$ cat src/rtl/pidf_pkg.sv
// Package for the filtered-derivative PID unit: widths, codes, state types
// and the configuration register bundle. No dependencies.
`default_nettype none

package pidf_pkg;

  // Gain fraction width; derivative adds the 16-bit filter fraction.
  localparam int GAIN_FRACTION_BITS = 12;
  localparam int ALPHA_FRAC = 16;

  localparam int SAMPLE_W = 16;
  localparam int ERR_W = SAMPLE_W + 1;
  localparam int PREV_W = ERR_W + 1;
  localparam int INTEG_W = 32;
  localparam int FILT_W = PREV_W + ALPHA_FRAC;
  localparam int GAIN_W = 24;
  localparam int ILIM_W = 31;
  localparam int OLIM_W = 15;
  localparam int BAND_W = 17;
  localparam int ALPHA_W = ALPHA_FRAC + 1;
  localparam int CFG_DATA_W = 31;
  localparam int CFG_IDX_W = 3;

  // Shared multiplier: unsigned A times signed B, B split in two pieces.
  localparam int MUL_A_W = GAIN_W;
  localparam int MUL_B_W = FILT_W + 1;
  localparam int PIECE_W = 17;
  localparam int HI_W = MUL_B_W - PIECE_W;
  localparam int PP_LO_W = MUL_A_W + PIECE_W;
  localparam int PP_HI_W = MUL_A_W + 1 + HI_W;
  localparam int PROD_W = MUL_A_W + MUL_B_W;

  localparam int TOTAL_W = PROD_W - GAIN_FRACTION_BITS + 2;

  localparam logic [ALPHA_W-1:0] ALPHA_ONE = ALPHA_W'(1) << ALPHA_FRAC;

  typedef enum logic {
    OP_STEP  = 1'b0,
    OP_CLEAR = 1'b1
  } pidf_op_t;

  typedef enum logic [CFG_IDX_W-1:0] {
    REG_KP       = 3'd0,
    REG_KI       = 3'd1,
    REG_KD       = 3'd2,
    REG_ILIM     = 3'd3,
    REG_OLIM     = 3'd4,
    REG_DEADBAND = 3'd5,
    REG_SEP      = 3'd6,
    REG_ALPHA    = 3'd7
  } pidf_reg_t;

  typedef struct packed {
    logic [GAIN_W-1:0]  proportional_gain;
    logic [GAIN_W-1:0]  integral_gain;
    logic [GAIN_W-1:0]  derivative_gain;
    logic [ILIM_W-1:0]  integral_limit;
    logic [OLIM_W-1:0]  output_limit;
    logic [BAND_W-1:0]  dead_band;
    logic [BAND_W-1:0]  integ_window;
    logic [ALPHA_W-1:0] filter_alpha;
  } pidf_cfg_t;

  typedef enum logic [1:0] {
    MUL_IDLE,
    MUL_LO,
    MUL_HI,
    MUL_SUM
  } pidf_mul_state_t;

  typedef enum logic [3:0] {
    S_IDLE,
    S_ERR,
    S_INTEG,
    S_FILT_GO,
    S_FILT_WAIT,
    S_P_GO,
    S_P_WAIT,
    S_I_GO,
    S_I_WAIT,
    S_D_GO,
    S_D_WAIT,
    S_CLAMP,
    S_OUT
  } pidf_state_t;

endpackage

`default_nettype wire

$ cat src/rtl/pidf_cfg.sv
// Configuration register file of the PID unit.
// Depends on pidf_pkg for register codes and the pidf_cfg_t bundle.
`default_nettype none

module pidf_cfg
  import pidf_pkg::*;
(
  input  wire logic                  clk,
  input  wire logic                  rst,
  input  wire logic                  cfg_valid,
  output logic                       cfg_ready,
  input  wire logic [CFG_IDX_W-1:0]  cfg_index,
  input  wire logic [CFG_DATA_W-1:0] cfg_data,
  output pidf_cfg_t                  regs
);

  assign cfg_ready = 1'b1;

  always_ff @(posedge clk) begin
    if (rst) begin
      regs.proportional_gain <= '0;
      regs.integral_gain     <= '0;
      regs.derivative_gain   <= '0;
      regs.integral_limit    <= '0;
      regs.output_limit      <= '1;
      regs.dead_band         <= '0;
      regs.integ_window      <= BAND_W'(1) << 16;
      regs.filter_alpha      <= ALPHA_ONE;
    end else if (cfg_valid) begin
      unique case (pidf_reg_t'(cfg_index))
        REG_KP:       regs.proportional_gain <= cfg_data[GAIN_W-1:0];
        REG_KI:       regs.integral_gain     <= cfg_data[GAIN_W-1:0];
        REG_KD:       regs.derivative_gain   <= cfg_data[GAIN_W-1:0];
        REG_ILIM:     regs.integral_limit    <= cfg_data[ILIM_W-1:0];
        REG_OLIM:     regs.output_limit      <= cfg_data[OLIM_W-1:0];
        REG_DEADBAND: regs.dead_band         <= cfg_data[BAND_W-1:0];
        REG_SEP:      regs.integ_window      <= cfg_data[BAND_W-1:0];
        REG_ALPHA:    regs.filter_alpha      <= cfg_data[ALPHA_W-1:0];
        default: ;
      endcase
    end
  end

endmodule

`default_nettype wire

$ cat src/rtl/pidf_mul.sv
// Shared multiplier: unsigned 24-bit A times signed 35-bit B in two passes
// of one 25x18 signed multiplier, then a recombining add. Uses pidf_pkg.
`default_nettype none

module pidf_mul
  import pidf_pkg::*;
(
  input  wire logic                      clk,
  input  wire logic                      rst,
  input  wire logic                      start,
  input  wire logic [MUL_A_W-1:0]        a,
  input  wire logic signed [MUL_B_W-1:0] b,
  output logic                           done,
  output logic signed [PROD_W-1:0]       prod
);

  pidf_mul_state_t state, state_next;

  logic [MUL_A_W-1:0]        a_q;
  logic signed [MUL_B_W-1:0] b_q;
  logic signed [HI_W-1:0]    piece;
  logic signed [PP_HI_W-1:0] mul_out;
  logic [PP_LO_W-1:0]        pp_lo;
  logic signed [PP_HI_W-1:0] pp_hi;
  logic [PROD_W:0]           sum_full;

  always_comb begin
    state_next = state;
    unique case (state)
      MUL_IDLE: if (start) state_next = MUL_LO;
      MUL_LO:   state_next = MUL_HI;
      MUL_HI:   state_next = MUL_SUM;
      MUL_SUM:  state_next = MUL_IDLE;
      default:  state_next = MUL_IDLE;
    endcase
  end

  // Low pass takes B's low bits as unsigned, high pass the signed top.
  always_comb begin
    if (state == MUL_LO) begin
      piece = {{(HI_W - PIECE_W){1'b0}}, b_q[PIECE_W-1:0]};
    end else begin
      piece = b_q[MUL_B_W-1:PIECE_W];
    end
  end

  assign mul_out  = $signed({1'b0, a_q}) * piece;
  assign sum_full = {pp_hi, {PIECE_W{1'b0}}} + {{(PROD_W + 1 - PP_LO_W){1'b0}}, pp_lo};

  always_ff @(posedge clk) begin
    if (rst) begin
      state <= MUL_IDLE;
      done  <= 1'b0;
    end else begin
      state <= state_next;
      done  <= (state == MUL_SUM);
    end
  end

  always_ff @(posedge clk) begin
    if (state == MUL_IDLE && start) begin
      a_q <= a;
      b_q <= b;
    end
    if (state == MUL_LO) begin
      pp_lo <= mul_out[PP_LO_W-1:0];
    end
    if (state == MUL_HI) begin
      pp_hi <= mul_out;
    end
    if (state == MUL_SUM) begin
      prod <= sum_full[PROD_W-1:0];
    end
  end

endmodule

`default_nettype wire

$ cat src/rtl/pid_with_filtered_derivative_unit.sv
// Top level of the PID unit with dead band, integral separation and a
// low-pass filtered derivative. Uses pidf_pkg, pidf_cfg and pidf_mul.
//
//   channel | signals                                | role
//   in      | in_valid, in_ready, opcode, setpoint,  | command or sample pair
//           | measured                               |
//   out     | out_valid, out_ready, drive_value,     | clamped drive and flag
//           | saturated                              |
//   cfg     | cfg_valid, cfg_ready, cfg_index,       | register write
//           | cfg_data                               |
//
// A control step forms the error, updates the integral and the filter, then
// clamps the sum of three products into the output register (the first two
// steps after reset or a clear skip the filter update); a clear loads zero.
// Each product uses the one shared multiplier: a start, two passes, a recombining
// add and a hand-off. Reset is synchronous: loop state clears, registers take
// defaults. in_ready returns as the result loads; a result still waiting holds the next.
`default_nettype none

module pid_with_filtered_derivative_unit
  import pidf_pkg::*;
(
  input  wire logic                       clk,
  input  wire logic                       rst,
  input  wire logic                       in_valid,
  output logic                            in_ready,
  input  wire logic                       opcode,
  input  wire logic signed [SAMPLE_W-1:0] setpoint,
  input  wire logic signed [SAMPLE_W-1:0] measured,
  output logic                            out_valid,
  input  wire logic                       out_ready,
  output logic signed [SAMPLE_W-1:0]      drive_value,
  output logic                            saturated,
  input  wire logic                       cfg_valid,
  output logic                            cfg_ready,
  input  wire logic [CFG_IDX_W-1:0]       cfg_index,
  input  wire logic [CFG_DATA_W-1:0]      cfg_data
);

  pidf_cfg_t   regs;
  pidf_state_t state, state_next;

  logic                      mul_start;
  logic [MUL_A_W-1:0]        mul_a;
  logic signed [MUL_B_W-1:0] mul_b;
  logic                      mul_done;
  logic signed [PROD_W-1:0]  mul_prod;

  logic signed [SAMPLE_W-1:0] sp_q;
  logic signed [SAMPLE_W-1:0] ms_q;
  logic signed [ERR_W-1:0]    err_q;
  logic [ERR_W-1:0]           mag_q;
  logic signed [INTEG_W-1:0]  integral;
  logic signed [PREV_W-1:0]   prev_err;
  logic signed [FILT_W-1:0]   filt;
  logic [1:0]                 step_count;
  logic signed [MUL_B_W-1:0]  fil_b;
  logic signed [TOTAL_W-1:0]  total;
  logic signed [SAMPLE_W-1:0] res_drive;
  logic                       res_sat;

  logic signed [ERR_W-1:0]     err_raw;
  logic [ERR_W-1:0]            mag_raw;
  logic signed [INTEG_W:0]     sum_ext;
  logic signed [INTEG_W:0]     lim_ext;
  logic signed [PREV_W-1:0]    diff;
  logic [ALPHA_W-1:0]          alpha_eff;
  logic signed [PROD_W-1:0]    pi_term;
  logic signed [PROD_W-1:0]    d_term;
  logic signed [TOTAL_W-1:0]   olim_ext;
  logic                        out_load;

  pidf_cfg u_cfg (
    .clk       (clk),
    .rst       (rst),
    .cfg_valid (cfg_valid),
    .cfg_ready (cfg_ready),
    .cfg_index (cfg_index),
    .cfg_data  (cfg_data),
    .regs      (regs)
  );

  pidf_mul u_mul (
    .clk   (clk),
    .rst   (rst),
    .start (mul_start),
    .a     (mul_a),
    .b     (mul_b),
    .done  (mul_done),
    .prod  (mul_prod)
  );

  // Datapath helpers
  assign err_raw   = ERR_W'(sp_q) - ERR_W'(ms_q);
  assign mag_raw   = err_raw[ERR_W-1] ? ERR_W'(-err_raw) : err_raw;
  assign sum_ext   = (INTEG_W + 1)'(integral) + (INTEG_W + 1)'(err_q);
  assign lim_ext   = $signed({2'b00, regs.integral_limit});
  assign diff      = PREV_W'(err_q) - prev_err;
  assign alpha_eff = regs.filter_alpha[ALPHA_FRAC] ? ALPHA_ONE : regs.filter_alpha;
  assign pi_term   = mul_prod >>> GAIN_FRACTION_BITS;
  assign d_term    = mul_prod >>> (GAIN_FRACTION_BITS + ALPHA_FRAC);
  assign olim_ext  = $signed({{(TOTAL_W - OLIM_W){1'b0}}, regs.output_limit});
  assign out_load  = !out_valid || out_ready;

  always_comb begin
    state_next = state;
    unique case (state)
      S_IDLE: begin
        if (in_valid) state_next = (opcode == OP_CLEAR) ? S_OUT : S_ERR;
      end
      S_ERR:       state_next = S_INTEG;
      S_INTEG:     state_next = step_count[1] ? S_FILT_GO : S_P_GO;
      S_FILT_GO:   state_next = S_FILT_WAIT;
      S_FILT_WAIT: if (mul_done) state_next = S_P_GO;
      S_P_GO:      state_next = S_P_WAIT;
      S_P_WAIT:    if (mul_done) state_next = S_I_GO;
      S_I_GO:      state_next = S_I_WAIT;
      S_I_WAIT:    if (mul_done) state_next = S_D_GO;
      S_D_GO:      state_next = S_D_WAIT;
      S_D_WAIT:    if (mul_done) state_next = S_CLAMP;
      S_CLAMP:     state_next = S_OUT;
      S_OUT:       if (out_load) state_next = S_IDLE;
      default:     state_next = S_IDLE;
    endcase
  end

  always_comb begin
    in_ready  = (state == S_IDLE);
    mul_start = 1'b0;
    mul_a     = '0;
    mul_b     = '0;
    unique case (state)
      S_FILT_GO: begin
        mul_start = 1'b1;
        mul_a     = MUL_A_W'(alpha_eff);
        mul_b     = fil_b;
      end
      S_P_GO: begin
        mul_start = 1'b1;
        mul_a     = regs.proportional_gain;
        mul_b     = MUL_B_W'(err_q);
      end
      S_I_GO: begin
        mul_start = 1'b1;
        mul_a     = regs.integral_gain;
        mul_b     = MUL_B_W'(integral);
      end
      S_D_GO: begin
        mul_start = 1'b1;
        mul_a     = regs.derivative_gain;
        mul_b     = MUL_B_W'(filt);
      end
      default: ;
    endcase
  end

  // Control and loop state
  always_ff @(posedge clk) begin
    if (rst) begin
      state      <= S_IDLE;
      out_valid  <= 1'b0;
      integral   <= '0;
      prev_err   <= '0;
      filt       <= '0;
      step_count <= '0;
    end else begin
      state <= state_next;
      if (state == S_OUT && out_load) begin
        out_valid <= 1'b1;
      end else if (out_ready) begin
        out_valid <= 1'b0;
      end
      unique case (state)
        S_IDLE: begin
          if (in_valid && opcode == OP_CLEAR) begin
            integral   <= '0;
            prev_err   <= '0;
            filt       <= '0;
            step_count <= '0;
          end
        end
        S_INTEG: begin
          if (mag_q < regs.integ_window) begin
            priority if (sum_ext > lim_ext) begin
              integral <= INTEG_W'(lim_ext);
            end else if (sum_ext < -lim_ext) begin
              integral <= INTEG_W'(-lim_ext);
            end else begin
              integral <= sum_ext[INTEG_W-1:0];
            end
          end
        end
        S_FILT_WAIT: begin
          if (mul_done) begin
            filt <= filt + mul_prod[FILT_W+ALPHA_FRAC-1:ALPHA_FRAC];
          end
        end
        S_CLAMP: begin
          prev_err <= PREV_W'(err_q);
          if (!step_count[1]) step_count <= step_count + 2'd1;
        end
        default: ;
      endcase
    end
  end

  // Payload registers
  always_ff @(posedge clk) begin
    unique case (state)
      S_IDLE: begin
        if (in_valid) begin
          sp_q      <= setpoint;
          ms_q      <= measured;
          res_drive <= '0;
          res_sat   <= 1'b0;
        end
      end
      S_ERR: begin
        // drop errors inside the dead band
        if (mag_raw < regs.dead_band) begin
          err_q <= '0;
          mag_q <= '0;
        end else begin
          err_q <= err_raw;
          mag_q <= mag_raw;
        end
      end
      S_INTEG: begin
        fil_b <= {diff[PREV_W-1], diff, {ALPHA_FRAC{1'b0}}} - MUL_B_W'(filt);
      end
      S_P_WAIT: if (mul_done) total <= pi_term[TOTAL_W-1:0];
      S_I_WAIT: if (mul_done) total <= total + pi_term[TOTAL_W-1:0];
      S_D_WAIT: if (mul_done) total <= total + d_term[TOTAL_W-1:0];
      S_CLAMP: begin
        priority if (total > olim_ext) begin
          res_drive <= SAMPLE_W'(olim_ext);
          res_sat   <= 1'b1;
        end else if (total < -olim_ext) begin
          res_drive <= SAMPLE_W'(-olim_ext);
          res_sat   <= 1'b1;
        end else begin
          res_drive <= total[SAMPLE_W-1:0];
          res_sat   <= 1'b0;
        end
      end
      S_OUT: begin
        if (out_load) begin
          drive_value <= res_drive;
          saturated   <= res_sat;
        end
      end
      default: ;
    endcase
  end

endmodule

`default_nettype wire

$ cat config.mk
export PLATFORM = sky130hd
export DESIGN_NAME = pid_with_filtered_derivative_unit
export DESIGN_NICKNAME = d
export VERILOG_FILES = /design/src/rtl/pidf_pkg.sv /design/src/rtl/pidf_cfg.sv /design/src/rtl/pidf_mul.sv /design/src/rtl/pid_with_filtered_derivative_unit.sv
export SDC_FILE = /design/constraint.sdc
export NUM_CORES = 2
export LEC_CHECK = 0
export CORE_ASPECT_RATIO = 0.6
export CORE_UTILIZATION = 30
export CTS_BUF_LIST = sky130_fd_sc_hd__clkbuf_8
export DETAILED_ROUTE_END_ITERATION = 6
export DONT_BUFFER_PORTS = 1
export GPL_TIMING_DRIVEN = 1
export PLACE_DENSITY = 0.42
export SYNTH_ARGS = -nofsm -noshare
export SYNTH_HDL_FRONTEND = slang
export SYNTH_SLANG_ARGS = --single-unit
$ cat constraint.sdc
create_clock -name clk -period 10.6 [get_ports clk]
set_input_delay 1.59 -clock clk [delete_from_list [all_inputs] [get_ports clk]]
set_output_delay 1.59 -clock clk [all_outputs]
set_load 0.005 [all_outputs]
==> results.md <==
* Layout area overhead at 8.73%
* Nets at 6663
* Status: complete, no violations
* DR DRC count at 0
* Tmin final at 8.14 ns
* GR Layer Usage met1 at 0.358
* Iter 0 DRT Violations at 4280
* Post-synthesis sequential element count at 622
* RSZ-0062 raised after global routing: no
* CP most frequent cell: fa_1
* Synth top area share at 0.206
* Clock Latency Late Sink at 0.80 ns
* Layer with the highest usage: met1
* Setup violators final at 0
* Global route overflow at 0
* Clk slew on worst S/H paths at 0.06 ns
* IO Pins at 92
* Max FO, Critical Path at 24
* Post-route setup TNS at 0 ns
* GR Util All Layers at 0.209
* CP Data Arrival Time at 8.64 ns
* Startpoint Class: register
* Final hold vios at 0
* Per-cell routed wire length at between 20 and 25 um
* Cts hold-fix bufs at 0
* CP Capture Type: register
* FP Rows at approximately 120
* Synth area leaders: edfxtp_1, fa_1, ha_1
* Post-synth top area cell: edfxtp_1
* PortBufs at 0
* Synth unique cells at 99
* Layout cells sized above 1 at 0.0551
* Vias at 41700
* Post-CTS Setup Bufs at 0
* Die Span Y at around 330 um
* Max cap viols at 0
* Largest net degree at the start of global routing at 208
* Register area share after synthesis at 0.306
* Post-Route WL at 187000 um
* Critical Path Max Stage Delay at about 0.63 ns
* # H-tree levels at 3
* HP Class: register to register
* RD Place Congestion at around 0.93
* Vias in the first global route at 39800
* Syn Inst Count at 5831
* Critical path's slowest cell: mux2_2
* Tcrit/Tclk final at 0.768
* Starting Density at 0.303
* Mapped cell area at between 0.05 and 0.06 mm2
* Worst slew pin tran at 1.12 ns
* Hpwl dp at 146000 um
* CTS tree: built
* First-pass GRT wire length at 275000 um
* FFs w/ async S/R, synth at 0
* Pins Over Slew Limit at 0
* CTS Sinks at 622
* Via/cell ratio at 5.11
* CORE AREA at 0.173 mm2
* CTS Buf Count at 104
* CTS root buffer: clkbuf_8
* Required time worst endpoint at 11.10 ns
* Synth Net Count at 6757
* Pre-antenna DRT Iters at 5
* Post-synth EDFFs at 360
* Maximum clock frequency at about 120 MHz
* Global routing usage on met3 at 0.0497
* DRT antenna net count at 0
* Initial antenna violation count at 21
* Die Width at 542 um
* Crit Path Class: register to register
* Max-slew headroom at 0.244
* Syn. warnings at 0
* Syn_area_per_cell at 9.01 um2
* CTS Buffer Depth at 3
* Full die area at 0.177 mm2
* Post-CTS sizing at 0
* GR Layer Usage met2 at 0.256
* Synth Flop Type: edfxtp_1
* Worst Clk Skew at 0.0733 ns
## registers in the layout, summed over array words and instances (netlist names), 2 cells and up
name and count:
step_count 2, res_drive 16, state 4, u_mul.a_q 24, prev_err 17, u_mul.state 2, u_mul.prod 47, u_cfg.regs 169
u_mul.pp_lo 29, filt 34, u_mul.b_q 35, integral 32, fil_b 35, ms_q 16, err_q 17, mag_q 16
total 49, u_mul.pp_hi 42, sp_q 16, drive_value 16
## stage by stage
step / worst slack (ns) / instances / hold WS [ns] / cell area (um2) / util
final: 2.46 / 8168 / 0.421 / 57100 / 0.330
after global routing: 2.04 / 8167 / 0.430 / 57100 / 0.330
after floorplan: 2.49 / 5831 / 0.400 / 52500 / -
after detailed placement: 2.51 / 7971 / 0.406 / 54900 / 0.317
after global placement: 2.58 / 7971 / 0.404 / 54900 / 0.317
after CTS: 2.51 / 8164 / 0.422 / 57100 / 0.330
## worst paths after layout
kind                                startpoint               to  slack [ns]  cells past startpoint
worst max-delay path            u_mul.state[1]  u_mul.pp_hi[39]        2.46                     25
worst max register to register  u_mul.state[1]  u_mul.pp_hi[39]        2.46                     25
worst min register to register   res_drive[11]  drive_value[11]        0.42                      0
worst min-delay path             res_drive[11]  drive_value[11]        0.42                      0
## placed cells by master, fill, tap and decap left out, types with 41 or more instances in the layout
cell      count
and2_1      181
xor2_1       73
nor2b_1      50
edfxtp_1    360
a21oi_1     441
inv_1       692
nand2_1     920
clkbuf_8    116
fa_1        358
nor3_1       71
a31oi_1      43
mux2_2       47
o21ai_1      59
o21ai_0     140
a22o_1       41
a22oi_1      42
nor2_1      279
nand3_1     111
a211oi_1     43
dfxtp_1     262
buf_4        58
a21o_1      112
ha_1        493
nand4_1      46
xnor2_1     200
## logic make-up after synthesis
group | after synthesis | synth area share
xor+xnor | 273 | 0.0455
other cells | 1 | 0.0000714
compound gates | 1218 | 0.149
mux | 64 | 0.0134
buf+inv | 925 | 0.0677
flops | 622 | 0.306
simple gates | 1874 | 0.164
fa+ha+maj | 854 | 0.255
## Yosys cell counts (23+ instances only)
cell      instances
nand2_1         920
inv_1           661
ha_1            496
a21oi_1         441
edfxtp_1        360
fa_1            358
nor2_1          285
dfxtp_1         262
clkbuf_1        202
xnor2_1         200
and2_1          182
o21ai_0         140
a21o_1          112
nand3_1         111
nor3_1           78
xor2_1           73
o21ai_1          59
nor2b_1          50
mux2_2           47
nand4_1          46
a31oi_1          44
a211oi_1         43
a22oi_1          42
a22o_1           41
and3_1           40
o211ai_1         40
nand2b_1         39
o21a_1           35
nor4_1           33
o21bai_1         31
a222oi_1         23
## area by class of cell
class | instances | area (um2)
sequential | 622 | 16100
multi-input combinational | 4284 | 33000
timing repair buffer | 58 | 435
tap | 2340 | 2930
clock inverter | 77 | 543
inverter | 667 | 2500
antenna | 4 | 10.0
clock buffer | 116 | 1600
fill | 18000 | 116000
## routing by layer
layer  vias to the layer above  share of wire
li1                      19800              -
met1                     20600           0.56
met2                      1194           0.35
met3                       122          0.083
met4                         2         0.0087
met5                         -       0.000070
## worst max-delay path: cells and delay by family, from the launching register on
family	cells	cell delay, ns
adder cells (fa/ha/maj)	8	4.10
AO/OA/AOI/OAI	9	2.06
XOR/XNOR	1	0.11
multiplexers	1	0.63
flip-flops	1	0.34
AND/OR/NAND/NOR	1	0.28
buffers and inverters	5	0.33
Power is not shown: default switching activity piles up to over one toggle a cycle in this logic, so the estimate is an artifact.
